[src/sv/nfri_pkg.sv]
`timescale 1ns / 1ps
`default_nettype none
// ----------------------------------------------------------------------------
// nfri_pkg: shared types and constants for the NAND flash read interface
// Transaction structs, command codes, register offsets and error codes.
// ----------------------------------------------------------------------------
package nfri_pkg;

  localparam int unsigned DEF_PAGE_DATA_BYTES  = 512;
  localparam int unsigned DEF_PAGE_SPARE_BYTES = 16;
  localparam int unsigned DEF_PAGE_COUNT       = 131072;

  localparam logic [15:0] CONF_MASK = 16'h9F77;
  localparam logic [7:0]  ID_MAKER  = 8'hEC;
  localparam logic [7:0]  ID_DEVICE = 8'h76;
  localparam logic [7:0]  BYTE_ERASED = 8'hFF;

  // command bytes
  localparam logic [7:0] CMD_RESET   = 8'hFF;
  localparam logic [7:0] CMD_READID  = 8'h90;
  localparam logic [7:0] CMD_READ0   = 8'h00;
  localparam logic [7:0] CMD_READ1   = 8'h01;
  localparam logic [7:0] CMD_READOOB = 8'h50;

  // register offsets
  localparam logic [4:0] OFS_CONF = 5'd0;
  localparam logic [4:0] OFS_CMD  = 5'd4;
  localparam logic [4:0] OFS_ADDR = 5'd8;
  localparam logic [4:0] OFS_DATA = 5'd12;
  localparam logic [4:0] OFS_STAT = 5'd16;

  // error codes
  localparam logic [3:0] ERR_OK           = 4'd0;
  localparam logic [3:0] ERR_BAD_ACCESS   = 4'd1;
  localparam logic [3:0] ERR_BAD_CMD      = 4'd2;
  localparam logic [3:0] ERR_ID_ADDR      = 4'd3;
  localparam logic [3:0] ERR_ADDR_NO_READ = 4'd4;
  localparam logic [3:0] ERR_EXTRA_ADDR   = 4'd5;
  localparam logic [3:0] ERR_PAGE_RANGE   = 4'd6;
  localparam logic [3:0] ERR_ID_PAST_END  = 4'd7;
  localparam logic [3:0] ERR_DATA_NO_READ = 4'd8;
  localparam logic [3:0] ERR_ADDR_INCOMPL = 4'd9;
  localparam logic [3:0] ERR_PAST_PAGE    = 4'd10;

  typedef enum logic [2:0] {
    OP_NONE    = 3'd0,
    OP_RESET   = 3'd1,
    OP_READID  = 3'd2,
    OP_READ0   = 3'd3,
    OP_READ1   = 3'd4,
    OP_READOOB = 3'd5
  } op_t;

  typedef struct packed {
    logic        kind;
    logic        is_word;
    logic [4:0]  reg_offset;
    logic [31:0] write_data;
  } req_t;

  typedef struct packed {
    logic [31:0] read_data;
    logic [3:0]  error_code;
  } rsp_t;

endpackage
`default_nettype wire

[src/sv/nand_flash_read_interface.sv]
`timescale 1ns / 1ps
`default_nettype none
// A result appears in the output register in the cycle after its request is accepted.
// One transaction per cycle when not stalled; decode and state update are a single
// combinational pass from the request port into the state and output registers.
// The output register keeps taking requests while its result is taken the same cycle.
// Reset (rst, synchronous): no command, all counters, page and conf cleared,
// output register empty.
// ----------------------------------------------------------------------------
// nand_flash_read_interface
// Register-bus front end of a small-page NAND flash controller, read side:
// config, command, address, data and status registers with error reporting.
// ----------------------------------------------------------------------------
module nand_flash_read_interface #(
  parameter int unsigned PAGE_DATA_BYTES  = nfri_pkg::DEF_PAGE_DATA_BYTES,
  parameter int unsigned PAGE_SPARE_BYTES = nfri_pkg::DEF_PAGE_SPARE_BYTES,
  parameter int unsigned PAGE_COUNT       = nfri_pkg::DEF_PAGE_COUNT
) (
  input  wire logic          clk,
  input  wire logic          rst,
  input  wire logic          req_valid,
  output logic               req_stall,
  input  wire nfri_pkg::req_t req,
  output logic               rsp_valid,
  input  wire logic          rsp_stall,
  output nfri_pkg::rsp_t     rsp
);
  import nfri_pkg::*;

  localparam int unsigned PAGE_TOTAL = PAGE_DATA_BYTES + PAGE_SPARE_BYTES;
  localparam int unsigned POS_W      = $clog2(PAGE_TOTAL + 1);

  // state
  logic [15:0]      conf_reg;
  op_t              current_command;
  logic [1:0]       id_byte_index;
  logic [2:0]       address_cycle_count;
  logic [POS_W-1:0] col_base;
  logic [POS_W-1:0] column_pos;
  logic [23:0]      page_number;

  logic [15:0]      conf_reg_next;
  op_t              current_command_next;
  logic [1:0]       id_byte_index_next;
  logic [2:0]       address_cycle_count_next;
  logic [POS_W-1:0] col_base_next;
  logic [POS_W-1:0] column_pos_next;
  logic [23:0]      page_number_next;

  logic [31:0]      rd;
  logic [3:0]       err;
  logic [7:0]       wb;
  logic             cmd_is_read;
  logic [23:0]      page_full;
  logic [POS_W:0]   where;
  logic             accept;

  assign req_stall = rsp_valid && rsp_stall;
  assign accept    = req_valid && !req_stall;
  assign wb        = req.write_data[7:0];
  assign cmd_is_read = (current_command == OP_READ0) || (current_command == OP_READ1) ||
                       (current_command == OP_READOOB);
  assign page_full = page_number | {wb, 16'h0000};
  assign where     = {1'b0, col_base} + {1'b0, column_pos};

  always_comb begin
    rd  = '0;
    err = ERR_BAD_ACCESS;
    conf_reg_next            = conf_reg;
    current_command_next     = current_command;
    id_byte_index_next       = id_byte_index;
    address_cycle_count_next = address_cycle_count;
    col_base_next            = col_base;
    column_pos_next          = column_pos;
    page_number_next         = page_number;

    if (req.kind) begin
      if (req.is_word) begin
        if (req.reg_offset == OFS_CONF) begin
          conf_reg_next = req.write_data[15:0] & CONF_MASK;
          err = ERR_OK;
        end
      end else if (req.reg_offset == OFS_CMD) begin
        err = ERR_OK;
        id_byte_index_next       = '0;
        address_cycle_count_next = '0;
        column_pos_next          = '0;
        page_number_next         = '0;
        unique case (wb)
          CMD_RESET:   current_command_next = OP_RESET;
          CMD_READID:  current_command_next = OP_READID;
          CMD_READ0: begin
            current_command_next = OP_READ0;
            col_base_next        = '0;
          end
          CMD_READ1: begin
            current_command_next = OP_READ1;
            col_base_next        = POS_W'(256);
          end
          CMD_READOOB: begin
            current_command_next = OP_READOOB;
            col_base_next        = POS_W'(PAGE_DATA_BYTES);
          end
          default: err = ERR_BAD_CMD;
        endcase
      end else if (req.reg_offset == OFS_ADDR) begin
        if (current_command == OP_READID) begin
          // zero address byte is ignored under read id
          err = (wb != 8'h00) ? ERR_ID_ADDR : ERR_OK;
        end else if (!cmd_is_read) begin
          err = ERR_ADDR_NO_READ;
        end else begin
          err = ERR_OK;
          address_cycle_count_next = address_cycle_count + 3'd1;
          case (address_cycle_count)
            3'd0: column_pos_next  = POS_W'(wb);
            3'd1: page_number_next = {16'h0000, wb};
            3'd2: page_number_next = page_number | {8'h00, wb, 8'h00};
            3'd3: begin
              if ({1'b0, page_full} >= 25'(PAGE_COUNT)) err = ERR_PAGE_RANGE;
              page_number_next = page_full;
            end
            default: err = ERR_EXTRA_ADDR;
          endcase
        end
      end
    end else begin
      if (req.is_word) begin
        if (req.reg_offset == OFS_CONF) begin
          rd  = {16'h0000, conf_reg};
          err = ERR_OK;
        end else if (req.reg_offset == OFS_STAT) begin
          rd  = 32'd1;
          err = ERR_OK;
        end
      end else if (req.reg_offset == OFS_DATA) begin
        if (current_command == OP_READID) begin
          if (id_byte_index >= 2'd2) begin
            err = ERR_ID_PAST_END;
          end else begin
            err = ERR_OK;
            rd  = {24'h0, (id_byte_index == 2'd0) ? ID_MAKER : ID_DEVICE};
            id_byte_index_next = id_byte_index + 2'd1;
          end
        end else if (!cmd_is_read) begin
          err = ERR_DATA_NO_READ;
        end else if (address_cycle_count != 3'd4) begin
          err = ERR_ADDR_INCOMPL;
        end else if (where >= (POS_W+1)'(PAGE_TOTAL)) begin
          err = ERR_PAST_PAGE;
        end else begin
          err = ERR_OK;
          rd  = {24'h0, BYTE_ERASED};
          column_pos_next = column_pos + POS_W'(1);
        end
      end
    end

    if (err != ERR_OK) rd = '0;
  end

  always_ff @(posedge clk) begin
    if (rst) begin
      conf_reg            <= '0;
      current_command     <= OP_NONE;
      id_byte_index       <= '0;
      address_cycle_count <= '0;
      col_base            <= '0;
      column_pos          <= '0;
      page_number         <= '0;
      rsp_valid           <= 1'b0;
    end else begin
      // a rejected transaction leaves all state untouched
      if (accept && err == ERR_OK) begin
        conf_reg            <= conf_reg_next;
        current_command     <= current_command_next;
        id_byte_index       <= id_byte_index_next;
        address_cycle_count <= address_cycle_count_next;
        col_base            <= col_base_next;
        column_pos          <= column_pos_next;
        page_number         <= page_number_next;
      end
      if (accept) begin
        rsp_valid <= 1'b1;
      end else if (!rsp_stall) begin
        rsp_valid <= 1'b0;
      end
    end
  end

  always_ff @(posedge clk) begin
    if (accept) begin
      rsp.read_data  <= rd;
      rsp.error_code <= err;
    end
  end

  // assertions
  a_err_zero_data: assert property (@(posedge clk) disable iff (rst)
    rsp_valid && rsp.error_code != ERR_OK |-> rsp.read_data == 32'd0)
    else $error("rejected transaction returned nonzero data");

  a_addr_count: assert property (@(posedge clk) disable iff (rst)
    address_cycle_count <= 3'd4)
    else $error("address cycle count out of range");

  a_reject_holds: assert property (@(posedge clk) disable iff (rst)
    accept && err != ERR_OK |=> $stable(current_command) && $stable(page_number) &&
      $stable(column_pos) && $stable(address_cycle_count) && $stable(conf_reg))
    else $error("rejected transaction changed state");

  a_accept_result: assert property (@(posedge clk) disable iff (rst)
    accept |=> rsp_valid)
    else $error("accepted transaction produced no result");

  a_id_index: assert property (@(posedge clk) disable iff (rst)
    id_byte_index <= 2'd2)
    else $error("id byte index out of range");

endmodule
`default_nettype wire
[config.mk]
export PLATFORM = sky130hd
export DESIGN_NAME = nand_flash_read_interface
export DESIGN_NICKNAME = d
export VERILOG_FILES = /design/src/sv/nfri_pkg.sv /design/src/sv/nand_flash_read_interface.sv
export SDC_FILE = /design/constraint.sdc
export NUM_CORES = 1
export LEC_CHECK = 0
export BUFFER_PORTS_ARGS = -buffer_cell sky130_fd_sc_hd__clkbuf_2
export CAP_MARGIN = 10
export CORE_ASPECT_RATIO = 1.25
export CORE_MARGIN = 5
export CORE_UTILIZATION = 48
export CTS_CLUSTER_DIAMETER = 120
export DETAILED_ROUTE_END_ITERATION = 6
export GPL_ROUTABILITY_DRIVEN = 0
export PLACE_DENSITY = 0.76
export SYNTH_ARGS = -nofsm -noshare
export SYNTH_HDL_FRONTEND = slang
export SYNTH_SLANG_ARGS = --single-unit
[constraint.sdc]
create_clock -name clk -period 3.03 [get_ports clk]
set_input_delay 0.1515 -clock clk [delete_from_list [all_inputs] [get_ports clk]]
set_output_delay 0.1515 -clock clk [all_outputs]
set_load 0.02 [all_outputs]
; ---- After elaboration in Yosys (flattened, before gate mapping)
; Cells that the tools add are included.
[op_classes]
n_mux = 63
n_reduce_logical = 31
n_addsub = 4
order_cmp = 3
bitwise_logic = 3
eq_ne = 25
[op_table]
columns = op, n
row1 = 10-bit two-way mux, 13
row2 = 24-bit two-way mux, 4
row3 = 32-bit two-way mux, 3
row4 = 24-bit case mux with 3 select lines, 1
row5 = 8-bit two-way mux, 5
row6 = 4-bit two-way mux, 9
row7 = 10-bit case mux with 3 select lines, 1
row8 = 3-bit two-way mux, 9
row9 = 24-bit by 18-bit greater-or-equal comparator with 1-bit output (second input constant), 1
row10 = 24-bit by 16-bit bitwise OR with 24-bit output, 1
row11 = 24-bit bitwise OR, 1
row12 = 2-bit two-way mux, 9
row13 = 8-bit == test (second input constant), 2
row14 = 16-bit two-way mux, 1
row15 = 3-bit case mux with 5 select lines, 1
row16 = 3-bit by 2-bit == test with 1-bit output (second input constant), 4
row17 = 6-bit AND reduction, 2
row18 = 10-bit by 10-bit adder with 11-bit output, 1
row19 = 11-bit by 10-bit greater-or-equal comparator with 1-bit output (second input constant), 1
row20 = 11-bit AND reduction, 1
row21 = 10-bit by 1-bit adder with 10-bit output (second input constant), 1
row22 = 5-bit by 4-bit == test with 1-bit output (second input constant), 2
row23 = 2-bit inequality test (second input constant), 5
row24 = 5-bit AND reduction, 2
row25 = other kinds (33), 49
[word_totals]
ff_bits = 101
out_inout_bits = 38
input_bits = 43
word_cells = 139

; ---- Longest topological paths before layout
; Gate-level depths: netlist of run 1.
[logic_depth]
ltp_word = 13
ltp_mapped = 13
ltp_nobuf = 10

; ---- Worst setup path after synthesis of run 1
; OpenSTA, ideal clock, no wires.
[synth_timing]
path_kind = flip-flop to flip-flop
start = reg current_command[2]
end = reg rsp[7] in the netlist's numbering, data pin
path_buffers = 4
arrival_ns = 2.857
path_stages_with_launch = 12
slack_ns = 0.027
t_required_ns = 2.884
setup_ns = 0.146
cell_sequence = dfxtp_1 buf_6 or3b_1 clkbuf_1 or4_1 o2111a_1 a311o_4 or2_1 buf_6 or3_1 buf_2 a21oi_1
[synth_between]
elab_chain_cells = 11
word_cells_on_any_way = 22
classes_between = 4 x eq/ne / 14 x mux / 4 x reduce/logical
[synth_lines]
columns = element, line
row1 = start: declaration, nand_flash_read_interface.sv:35  ; op_t current_command;
row2 = start signal: assignment, nand_flash_read_interface.sv:176  ; current_command <= current_command_next;
row3 = 3-bit by 2-bit == test with 1-bit output or 3-bit == test (tied branches), nand_flash_read_interface.sv:61  ; assign cmd_is_read = (current_command == OP_READ0) || (current_command == OP_READ1) ||
row4 = 1-bit logical OR (2 in series), nand_flash_read_interface.sv:61
row5 = 3-bit two-way mux, nand_flash_read_interface.sv:110  ; end else if (!cmd_is_read) begin
row6 = 3-bit two-way mux, nand_flash_read_interface.sv:107  ; if (current_command == OP_READID) begin
row7 = 3-bit two-way mux, nand_flash_read_interface.sv:106  ; end else if (req.reg_offset == OFS_ADDR) begin
row8 = 4-bit two-way mux, nand_flash_read_interface.sv:83  ; end else if (req.reg_offset == OFS_CMD) begin
row9 = 4-bit two-way mux, nand_flash_read_interface.sv:78  ; if (req.is_word) begin
row10 = 4-bit two-way mux *, nand_flash_read_interface.sv:77  ; if (req.kind) begin
row11 = named net err[1], nand_flash_read_interface.sv:51  ; logic [3:0] err;
row12 = 4-bit nonzero test *, nand_flash_read_interface.sv:159  ; if (err != ERR_OK) rd = '0;
row13 = 2-bit OR reduction (no source line) *, n/a
row14 = end: declaration, nand_flash_read_interface.sv:26  ; output nfri_pkg::rsp_t rsp
; The timed path passes the listed nets; every way through them passes the cells marked *.
; A chain may end at the register's enable or synchronous reset.

; ---- Worst setup path after layout of run 1
[layout_timing]
start = reg address_cycle_count[0]
end = reg column_pos[4]
[layout_between]
elab_chain_cells = 12
word_cells_on_any_way = 23
classes_between = 6 x eq/ne / 12 x mux / 5 x reduce/logical
[layout_lines]
columns = element, line
row1 = start: declaration, nand_flash_read_interface.sv:37  ; logic [2:0] address_cycle_count;
row2 = start signal: assignment, nand_flash_read_interface.sv:178  ; address_cycle_count <= address_cycle_count_next;
row3 = "3-bit by 2-bit == test with 1-bit output, or another cell as far along", nand_flash_read_interface.sv:115  ; case (address_cycle_count)
row4 = 3-bit OR reduction (no source line), n/a
row5 = 3-bit case mux with 2 select lines, nand_flash_read_interface.sv:115
row6 = 3-bit two-way mux, nand_flash_read_interface.sv:110
row7 = 3-bit two-way mux, nand_flash_read_interface.sv:107
row8 = 3-bit two-way mux, nand_flash_read_interface.sv:106
row9 = 4-bit two-way mux, nand_flash_read_interface.sv:83
row10 = 4-bit two-way mux, nand_flash_read_interface.sv:78
row11 = 4-bit two-way mux *, nand_flash_read_interface.sv:77
row12 = named net err[2], nand_flash_read_interface.sv:51
row13 = 4-bit logical NOT *, nand_flash_read_interface.sv:174  ; if (accept && err == ERR_OK) begin
row14 = 1-bit logical AND *, nand_flash_read_interface.sv:174
row15 = 11-bit AND reduction (no source line) *, n/a
row16 = end signal: assignment, nand_flash_read_interface.sv:180  ; column_pos <= column_pos_next;
row17 = end: declaration, nand_flash_read_interface.sv:39  ; logic [POS_W-1:0] column_pos;
; Marked as above.

==> summary.md, run 1 <==
| Metric | Value |
|---|---|
| Status | finished, final reports clean |
| Antenna-violating nets left | 0 |
| Starting DRT DRC Count | between 200 and 300 |
| Sequential cell area | 0.00132 mm^2 |
| Number of CTS-inserted buffers | 9 |
| Fin nets | around 510 |
| Sw Ratio | 25.8% |
| Synth top area share | 23.6% |
| Synth Warn # | 0 |
| Clock Latency Late Sink | 0.34 ns |
| Io pins | 81 |
| Number of flops mapped to enable cells by yosys | 17 |
| Initial antenna violation count | 0 |
| Vias in the first global route | 2973 |
| Initial core utilization | 49.0% |
| Die height | 104 um |
| Comb pwr share | a little under a tenth |
| Hold crit path type | primary input to flop |
| Critical path class | flop to flop |
| Tot GR Track Use | a little under a fifth |
| Slew margin rel. | approximately 47% |
| GRT met2 Usage | 31.6% |
| Final setup violation count | 0 |
| Post-synthesis sequential area ratio | 38.6% |
| Clock Pin Slew Worst Setup and Hold Paths | 0.08 ns |
| Worst-Margin Slew | 0.797 ns |
| Crit-path max FO | 5 |
| Post-synthesis cell count | 412 |
| Largest net degree at the start of global routing | 39 |
| Routed WL | roughly 8.4 mm |
| Die W | 85.3 um |
| Pre-CTS WS | 0.0452 ns |
| LEAKAGE | 0.00157 uW |
| Vias/cell | between 5 and 6 |
| Sequential share of power | 45.1% |
| Worst Setup End Kind | flop |
| Syn_area_per_cell | 8.25 um^2 |
| Port buffer count | 44 |
| Max Slew Vio Count | 0 |
| Synthesized flop and latch total | 57 |
| Max_cap viols | 0 |
| Crit path time final | about 3.0 ns |
| CTS tree | done |
| CTS Root Cell | clkbuf_8 |
| Grt ovf | 0 |
| CP Launch Type | flop |
| Final-layout fill cell count | 612 |
| GR Util met3 | 4.04% |
| Most used routing layer | met2 |
| Max Fclk | 0.337 GHz |
| Clk sinks | 57 |
| Multi-input gate area | 0.00184 mm^2 |
| Row count | 34 |
| Max reg flops | 17 |
| Pwr Density | 446 mW/mm^2 |
| P_sw | 457 uW |
| P_int | 1310 uW |
| Clock power frac | 45.6% |
| Mapped Area | around 0.0034 mm^2 |
| Layout cells sized above 1 | 22.9% |
| CTS hold repair buffers | 0 |
| First-pass GRT wire length | 13.7 mm |
| Worst Clk Skew | 0.00914 ns |
| Placeable Area | 0.00693 mm^2 |
| Clock Path Buffers | 2 |
| WP data required | 3.27 ns |
| Synth area leader | dfxtp_1 |
| Detail Placement HPWL | 6.13 mm |
| Synth top area cells | dfxtp_1, edfxtp_1, nand2_1 |
| Drt pass-1 iters | 5 |
| Period utilization | 98.0% |
| P&R area growth vs syn | 16.9% |
| Post-synth top flop | dfxtp_1 |
| Drt drc | 0 |
| Fin util | 57.3% |
| Wirelength per Cell | ~15 um |
| Arr. time, crit path | 3.21 ns |
| Endpoints failing hold | 0 |
| Yosys cell types | between 50 and 60 |
| Final Worst Setup Slack | 0.0595 ns |
| Max VDD drop | roughly 0.00028 V |
| Htree depth | 3 |
| Die area | about 0.009 mm^2 |
| Antenna cell count | 0 |
| Post-synth ARST share | 0% |
| Via Count | 3213 |
| Met1 GRT Util | roughly 23% |
## timing repair
item	CTS	global route
endpoints found under the setup margin	0	36
endpoints found under the hold margin	0	0
setup buffers	0	3
resized for setup	0	15
## through the flow
stage | area [um^2] | hold WS [ns] | cells | setup TNS, ns | power (uW)
floorplan | 3460 | 0.276 | 429 | 0 | 942
global placement | 3670 | 0.376 | 533 | 0 | 973
detailed placement | 3670 | 0.383 | 533 | 0 | 977
CTS | 3900 | 0.0202 | 549 | 0 | 1770
global route | 3980 | 0.0361 | 552 | -0.149 | 1830
finish | 3980 | 0.0316 | 552 | 0 | 1770
## Yosys cell counts, types with 2 or more instances
master and instances:
nand2_1 55, dfxtp_1 40, nor2_1 34, a21oi_1 33, clkbuf_1 26, buf_4 19, edfxtp_1 17, nor3_1 17
inv_1 15, and3_1 12, nand3_1 12, a31oi_1 11, ha_1 11, o31ai_1 10, o21ai_0 8, nor3b_1 7
nor2b_1 6, buf_2 5, or3_1 5, a211oi_1 4, a32o_1 4, nor4_1 4, a21o_1 3, buf_6 3
nand4_1 3, nor4b_1 3, xor2_1 3, a2111oi_0 2, a311oi_1 2, and2_1 2, mux2i_1 2, nand3b_1 2
o2111ai_1 2, o211ai_1 2, o41ai_1 2, or2_1 2, or4_1 2, or4b_2 2
## per-layer routing
| layer | share of wire (%) | vias up |
|---|---|---|
| li1 | - | 1530 |
| met1 | 40 | 1492 |
| met2 | 50 | 160 |
| met3 | 7.1 | 31 |
| met4 | 3.4 | 0 |
| met5 | 0 | - |
## placed cells by master (no fill, tap or decap), drive strengths merged, types with 3 or more instances in the layout
cell type	n
a211oi	4
a21o	3
a21oi	33
a31oi	11
a32o	4
and3	12
buf	27
clkbuf	53
conb	18
dfxtp	40
edfxtp	17
ha	11
inv	17
nand2	55
nand3	12
nand4	3
nor2	34
nor2b	6
nor3	17
nor3b	7
nor4	5
nor4b	3
o21ai	8
o31ai	10
or3	5
or4	3
xor2	3
## final cells by class
cell class                 instances  area share, %
multi-input combinational        303           46.2
sequential                        57           33.1
timing repair buffer              71           10.7
clock buffer                       9           3.12
tap                               90           2.83
clock inverter                     7           2.58
inverter                          15           1.42
## final timing paths
path	startpoint	end	slack, ns	cells past startpoint
hold / removal	req[9]	conf_reg[9]	0.03	3
setup / recovery	address_cycle_count[0]	column_pos[4]	0.06	11
hold reg to reg	conf_reg[4]	conf_reg[4]	0.45	2
setup reg to reg	address_cycle_count[0]	column_pos[4]	0.06	11
## power groups by stage
stage	Clock [uW]	Combinational [uW]	Sequential [uW]
final	808	164	799
after global routing	851	177	800
after CTS	815	161	799
after detailed placement	0	160	816
after global placement	0	157	816
after floorplan	0	110	832
## worst max-delay path: stages (launching register included)
cell	delay (ns)
dfxtp_2	0.35
ha_1	0.19
ha_4	0.16
nor4_1	0.07
or4_1	0.50
o221a_2	0.27
or2_1	0.26
buf_4	0.17
nor4_4	0.36
buf_4	0.19
o21ai_0	0.09
a32o_1	0.27
## kinds of logic after synthesis
family	after synthesis	share of synthesized area, %
flops	57	38.6
mux	2	0.589
simple gates	174	26.0
buf+inv	69	10.6
other cells	1	0.110
fa+ha+maj	12	4.64
compound gates	93	18.5
xor+xnor	4	1.03
Note: power is estimated with default switching activity, not from simulation.
==> run 2: changes to the inputs <==
Settings changed: SETUP_SLACK_MARGIN from default to 0.1.
==> run 2 against run 1 <==
Compared with the run above:
- non-clock buffer count stayed put
- sequential cell count stayed put
- cell area is 0.25% higher
- sequential share of layout area hardly changed
- register-to-register slack better by 0.11 ns
- die area stayed put
- critical endpoint is now col_base[9]
- largest cell class unchanged
- largest power group unchanged
- highest routed layer unchanged
==> summary.md, run 2 (synthesis results as in run 1) <==
| Metric | Value |
|---|---|
| Status | finished, final reports clean |
| Port buffer count | 44 (unchanged) |
| Stages on the worst setup path | 8 (-3) |
| Drt drc | 0 (unchanged) |
| LEAKAGE | 0.00157 uW (-0.39%) |
| R2r startpoint | current_command[2] |
| Hold wc startpoint | req[11] |
| Hold_ws | 0.0282 ns (-0.00338 ns) |
| Hold crit path type | primary input to flop |
| CTS Root Cell | clkbuf_8 |
| Die area | 0.00888 mm^2 (unchanged) |
| Starting DRT DRC Count | 173 (-31%) |
| Number of CTS-inserted buffers | 9 (unchanged) |
| First-pass GRT wire length | 13.4 mm (-1.7%) |
| Arr. time, crit path | 3.12 ns (-0.09 ns) |
| P_int | 1310 uW (-0.18%) |
| Worst-Margin Slew | 0.812 ns (+0.0154 ns) |
| Sequential share of power | 45.2% (about the same) |
| Via Count | 3159 (-1.7%) |
| Leading cell type in the layout, fill and taps excluded | nand2_1 |
| Setup TNS | 0 ns (unchanged) |
| CP max stage cell | or4_1 |
| Fin nets | 512 (unchanged) |
| Clock Path Buffers | 2 (unchanged) |
| Initial antenna violation count | 0 (unchanged) |
| CP Cell Sequence | or3b_1 -> or4_1 -> o2111a_1 -> a311o_4 -> or2_1 -> buf_4 -> or3_1 -> a21oi_1 |
| Max VDD drop | 0.000260 V (-7.1%) |
| Endpoints failing hold | 0 (unchanged) |
| Placed instance area | 0.00367 mm^2 (unchanged) |
| P&R area growth vs syn | 17.2% |
| Clk sinks | 57 (unchanged) |
| Max reg flops | 17 (unchanged) |
| Worst R2R Setup Slack | 0.16 ns (+0.11 ns) |
| CTS tree | done |
| Critical path launch point | current_command[2] |
| Pwr Density | 443 mW/mm^2 (-0.50%) |
| Antenna cell count | 0 (unchanged) |
| Crit path time final | 2.87 ns (-0.105 ns) |
| Tot GR Track Use | 18.9% (-0.088 points) |
| Max Fclk | 0.349 GHz (+3.7%) |
| Comb pwr share | 9.3% (about the same) |
| Vias in the first global route | 2844 (-4.3%) |
| Critical path's top delay family | simple AND/OR/NAND/NOR gates |
| Detail Placement HPWL | 6.05 mm (-1.3%) |
| Grt ovf | 0 (unchanged) |
| Clock Pin Slew Worst Setup and Hold Paths | 0.07 ns (about the same) |
| Final setup violation count | 0 (unchanged) |
| Largest net degree at the start of global routing | 39 (unchanged) |
| Antenna-violating nets left | 0 (unchanged) |
| Io pins | 81 (unchanged) |
| Most frequent cells in the layout | nand2_1, clkbuf_2, dfxtp_1, nor2_1, a21oi_1 |
| Crit-path max FO | 8 (+3) |
| P_sw | 455 uW (-0.47%) |
| Layout cells sized above 1 | 23.2% (+0.22 points) |
| Sum of buffers and inverters on the critical path | 1 (-1) |
| Setup crit end | col_base[9] |
| R2R depth | 8 (-3) |
| Wirelength per Cell | 15.1 um (-1.2%) |
| Max Slew Vio Count | 0 (unchanged) |
| Period utilization | 94.6% (-3.5 points) |
| Fin util | 57.5% (+0.14 points) |
| Placeable Area | 0.00693 mm^2 (unchanged) |
| Max_cap viols | 0 (unchanged) |
| Worst Setup End Kind | flop |
| Die height | 104 um (unchanged) |
| Worst Clk Skew | 0.00975 ns (+0.000609 ns) |
| R2R Path End | col_base[9] |
| WP data required | 3.28 ns (about the same) |
| Post-route cell area | 0.00399 mm^2 (+0.25%) |
| Vias/cell | 5.72 (-1.7%) |
| CP Launch Type | flop |
| Die W | 85.3 um (unchanged) |
| Slew margin rel. | 45.9% (-1.0 points) |
| Critical path class | flop to flop |
| Clock Latency Late Sink | 0.34 ns (about the same) |
| Clock power frac | 45.6% (about the same) |
| Peak per-stage delay on the critical path | 0.52 ns (+0.02 ns) |
| Sw Ratio | 25.7% (-0.057 points) |
| Drt pass-1 iters | 4 (-1) |
| Initial core utilization | 49.0% (unchanged) |
| Htree depth | 3 (unchanged) |
| RSZ-0062 raised after global routing | true |
| Row count | 34 (unchanged) |
| Routed WL | 8.32 mm (-1.2%) |
run 2: cell types whose count changed in the layout (fill, tap and decap cells not counted), sizes merged:
cell and delta:
clkinv -1, clkinvlp +1
run 2: cell type report:
| class | count | area (um^2) |
|---|---|---|
| fillers | 621 | 2950 |
| repair buffers | 71 | 423 |
| clock inverters | 7 | 101 |
| flip-flops and latches | 57 | 1320 |
| clock buffers | 9 | 124 |
| well taps | 90 | 113 |
| multi-input cells | 303 | 1850 |
| inverters | 15 | 56.3 |
run 2: metrics by stage:
step / instances / setup WS (ns) / power, uW
after global placement: 533 / 0.181 / 974
after floorplan: 429 / 0.106 / 943
after CTS: 549 / 0.110 / 1780
after detailed placement: 533 / 0.122 / 977
after global routing: 552 / 0.0891 / 1830
final: 552 / 0.165 / 1770
run 2: how the worst min path moves through the flow:
| stage | to | slack, ns | depth (start not counted) |
|---|---|---|---|
| finish | conf_reg[11] | 0.03 | 3 |
| global route | conf_reg[8] | 0.02 | 3 |
| CTS | conf_reg[11] | 0.01 | 3 |
| floorplan | rsp_valid | 0.28 | 1 |
| global placement | conf_reg[10] | 0.38 | 3 |
| detailed placement | conf_reg[11] | 0.39 | 3 |
run 2: worst register-to-register path: cells and delay by family, from the launching register on:
kind | cells | cell delay, ns
compound gates | 3 | 0.69
simple gates | 4 | 1.53
buf+inv | 1 | 0.18
flops | 1 | 0.38
run 2: what timing repair did:
| item | 4_1_cts | 5_1_grt |
|---|---|---|
| hold buffers | 0 | 0 |
| gates resized for setup | 0 | 17 |
| buffers inserted | 0 | 3 |
| setup endpoints to repair | 0 | 39 |
run 2: power groups by stage:
stage,logic (uW),registers (uW),clock network (uW)
final,163,798,805
after detailed placement,161,817,0
after global routing,176,799,853
after global placement,158,816,0
after CTS,161,799,819
after floorplan,111,832,0
run 2: routing by layer:
| layer | global-route usage [%] | vias up | part of all wire [%] | wire, um |
|---|---|---|---|---|
| met5 | 0 | - | 0 | 0 |
| met4 | 9.50 | 0 | 3.1 | 260 |
| met3 | 4.44 | 25 | 8.5 | 709 |
| met2 | 32.3 | 143 | 51 | 4210 |
| met1 | 21.5 | 1462 | 38 | 3140 |
| li1 | - | 1529 | - | - |
==> run 3: changes to the inputs <==
Settings changed: ABC_AREA from default to 1, CORE_UTILIZATION 48 to 58, CTS_CLUSTER_DIAMETER 120 to 150, PLACE_DENSITY 0.76 to 0.85.
Clock period 3.03 ns to 3.65 ns, I/O delays scaled along.
==> run 3 against run 2 <==
Compared with the run above:
- sequential share of layout area is 0.082 points higher
- critical path depth is 8 higher
- via count is 0.13% higher
- worst setup slack better by 0.75 ns
- critical path type unchanged
- highest routed layer unchanged
==> summary.md, run 3 <==
| Metric | Value |
|---|---|
| Sequential cell area | 0.00131 mm^2 (-0.66%) |
| Peak per-stage delay on the critical path | 0.47 ns (-0.05 ns) |
| Max Fclk | 0.366 GHz (+4.8%) |
| Drt pass-1 iters | 4 (unchanged) |
| Most frequent cells in the layout | nand2_1, nor2_1, inv_1, clkbuf_2, dfxtp_1 |
| CTS tree | done |
| Multi-input gate area | 0.00182 mm^2 (-1.4%) |
| Most instantiated cells after synthesis | nand2_1, nor2_1, inv_1, dfxtp_1, nand3_1 |
| Layout cells sized above 1 | 19.6% (-3.6 points) |
| Wirelength per Cell | 12.4 um (-18%) |
| Initial antenna violation count | 0 (unchanged) |
| Grt ovf | 0 (unchanged) |
| Post-synthesis simple-gate area fraction | 34.8% (+8.8 points) |
| Arr. time, crit path | 2.95 ns (-0.17 ns) |
| Crit-path max FO | 11 (+3) |
| Worst Clk Skew | 0.00634 ns (-0.00341 ns) |
| Power after layout | 1470 uW (-17%) |
| CP Cell Sequence | ha_1 -> inv_1 -> fa_1 -> inv_1 -> nand2_1 -> nand2_1 -> inv_1 -> nand2_1 -> nand3_2 -> nand2_1 -> nor2_4 -> nand2_4 -> nor2_8 -> nand3_1 -> o21ai_1 -> nor2_1 |
| Number of CTS-inserted buffers | 9 (unchanged) |
| Clock Latency Late Sink | 0.35 ns (about the same) |
| Worst path most repeated cell | nand2_1 |
| Critical path class | flop to flop |
| Detail Placement HPWL | 5.58 mm (-7.7%) |
| Final setup violation count | 0 (unchanged) |
| Worst-Margin Slew | 0.622 ns (-0.190 ns) |
| Synth Warn # | 0 (unchanged) |
| CTS hold repair buffers | 0 (unchanged) |
| Fin nets | 592 (+16%) |
| Max Slew Vio Count | 0 (unchanged) |
| Final-layout fill cell count | 568 (-8.5%) |
| Max reg flops | 17 (unchanged) |
| Die area | 0.00784 mm^2 (-12%) |
| Pwr Density | 372 mW/mm^2 (-16%) |
| Max VDD drop | 0.000249 V (-4.1%) |
| Clock Pin Slew Worst Setup and Hold Paths | 0.07 ns (about the same) |
| Vias in the first global route | 2991 (+5.2%) |
| Starting DRT DRC Count | 187 (+8.1%) |
| Tot GR Track Use | 20.8% (+1.9 points) |
| Row count | 32 (-5.9%) |
| Antenna cell count | 0 (unchanged) |
| Initial core utilization | 58.7% (+9.7 points) |
| CP Launch Type | flop |
| CTS Root Cell | clkbuf_8 |
| Max_cap viols | 0 (unchanged) |
| Placeable Area | 0.00609 mm^2 (-12%) |
| Fin util | 64.9% (+7.4 points) |
| Post-synth top flop | dfxtp_1 |
| Xor/xnor share of the synthesized area | 0.980% (-0.050 points) |
| Yosys cell types | 40 (-31%) |
| Clock Path Buffers | 2 (unchanged) |
| Hold crit path type | primary input to flop |
| First-pass GRT wire length | 13.0 mm (-3.0%) |
| P&R area growth vs syn | 10.5% |
| Syn_area_per_cell | 7.14 um^2 (-14%) |
| Post-route cell area | 0.00395 mm^2 (-0.91%) |
| CP max stage cell | fa_1 |
| Vias/cell | 5.04 (-12%) |
| Compound-Gate Fraction of Synth Area | 8.86% (-9.6 points) |
| Status | finished, final reports clean |
| Worst Setup End Kind | flop |
| Post-synthesis cell count | 501 (+22%) |
| Post-synth ARST share | 0% (unchanged) |
| Multiplexer share of the synthesized area | 0% (-0.59 points) |
| Largest family of logic cells by synthesized area | simple AND/OR/NAND/NOR gates |
| Synthesized flop and latch total | 57 (unchanged) |
| Via Count | 3163 (+0.13%) |
| RSZ-0062 raised after global routing | false |
| Top-count cell post-synth | nand2_1 |
| Clk sinks | 57 (unchanged) |
| Die height | 97.8 um (-6.1%) |
| Endpoints failing hold | 0 (unchanged) |
| Io pins | 81 (unchanged) |
| Port buffer count | 44 (unchanged) |
| Post-Synth Adder-Cell Area | 4.41% (-0.23 points) |
| Placed instance area | 0.00372 mm^2 (+1.3%) |
| Leading cell type in the layout, fill and taps excluded | nand2_1 |
| PostCTS Resize Cnt | 0 (unchanged) |
| Slew margin rel. | 58.4% (+13 points) |
| Largest net degree at the start of global routing | 27 (-31%) |
| Synth area leader | dfxtp_1 |
| Crit path time final | 2.73 ns (-0.131 ns) |
| WP data required | 3.87 ns (+0.59 ns) |
| Period utilization | 74.9% (-20 points) |
| LEAKAGE | 0.00184 uW (+17%) |
| Antenna-violating nets left | 0 (unchanged) |
| Drt drc | 0 (unchanged) |
| Synth top area share | 22.4% (-1.2 points) |
| Die W | 80.2 um (-5.9%) |
| Mapped Area | 0.00357 mm^2 (+5.2%) |
| Number of flops mapped to enable cells by yosys | 17 (unchanged) |
| Htree depth | 3 (unchanged) |
| Setup TNS | 0 ns (unchanged) |
| Post-synthesis sequential area ratio | 36.7% (-1.9 points) |
| Routed WL | 7.76 mm (-6.8%) |
| Synth top area cells | dfxtp_1, edfxtp_1, nand2_1 |
| Hold_ws | 0.0550 ns (+0.0267 ns) |
| Post-CTS Setup Inserts | 0 (unchanged) |
-- run 3: metal layers --
metal  up-vias  part of all wire (%)  global-route usage (%)
met1      1437                    41                    24.1
li1       1610                     -                       -
met4         0                   2.3                    9.23
met5         -                     0                       0
met2        98                    51                    35.8
met3        18                   6.2                    5.07
-- run 3: cell type report --
| type | count | area share, % |
|---|---|---|
| tap | 85 | 2.69 |
| sequential | 57 | 33.2 |
| clock inverter | 7 | 2.60 |
| timing repair buffer | 45 | 5.77 |
| inverter | 68 | 6.46 |
| clock buffer | 9 | 3.14 |
| multi-input combinational | 356 | 46.1 |
-- run 3: cell families after synthesis --
| family | after synthesis |
|---|---|
| compound gates | 57 |
| xor+xnor | 4 |
| fa+ha+maj | 12 |
| buf+inv | 105 |
| flops | 57 |
| other cells | 1 |
| simple gates | 265 |
-- run 3: final timing paths --
kind | startpoint | endpoint | slack, ns | depth (start not counted)
worst min-delay path | req[12] | conf_reg[12] | 0.05 | 3
worst min register to register | page_number[17] | page_number[17] | 0.45 | 2
worst max-delay path | column_pos[8] | column_pos[0] | 0.92 | 16
worst max register to register | column_pos[8] | column_pos[0] | 0.92 | 16
-- run 3: power by group --
part,internal (uW),switching [uW]
clock,389,280
combinational,34.1,102
sequential,661,2.90
-- run 3: worst max-delay path, delay by kind of cell, from the launching register on --
| kind | cells | cell delay, ns |
|---|---|---|
| and+or+nand+nor | 10 | 1.22 |
| adders and majority gates | 2 | 0.62 |
| DFF | 1 | 0.36 |
| AOI/OAI and AO/OA | 1 | 0.25 |
| buffers and inverters | 3 | 0.16 |
-- run 3: per-stage QoR --
step | cells | setup slack [ns]
after global routing | 627 | 0.766
after floorplan | 518 | 1.13
after global placement | 611 | 0.900
after detailed placement | 611 | 0.895
after CTS | 627 | 0.920
final | 627 | 0.916
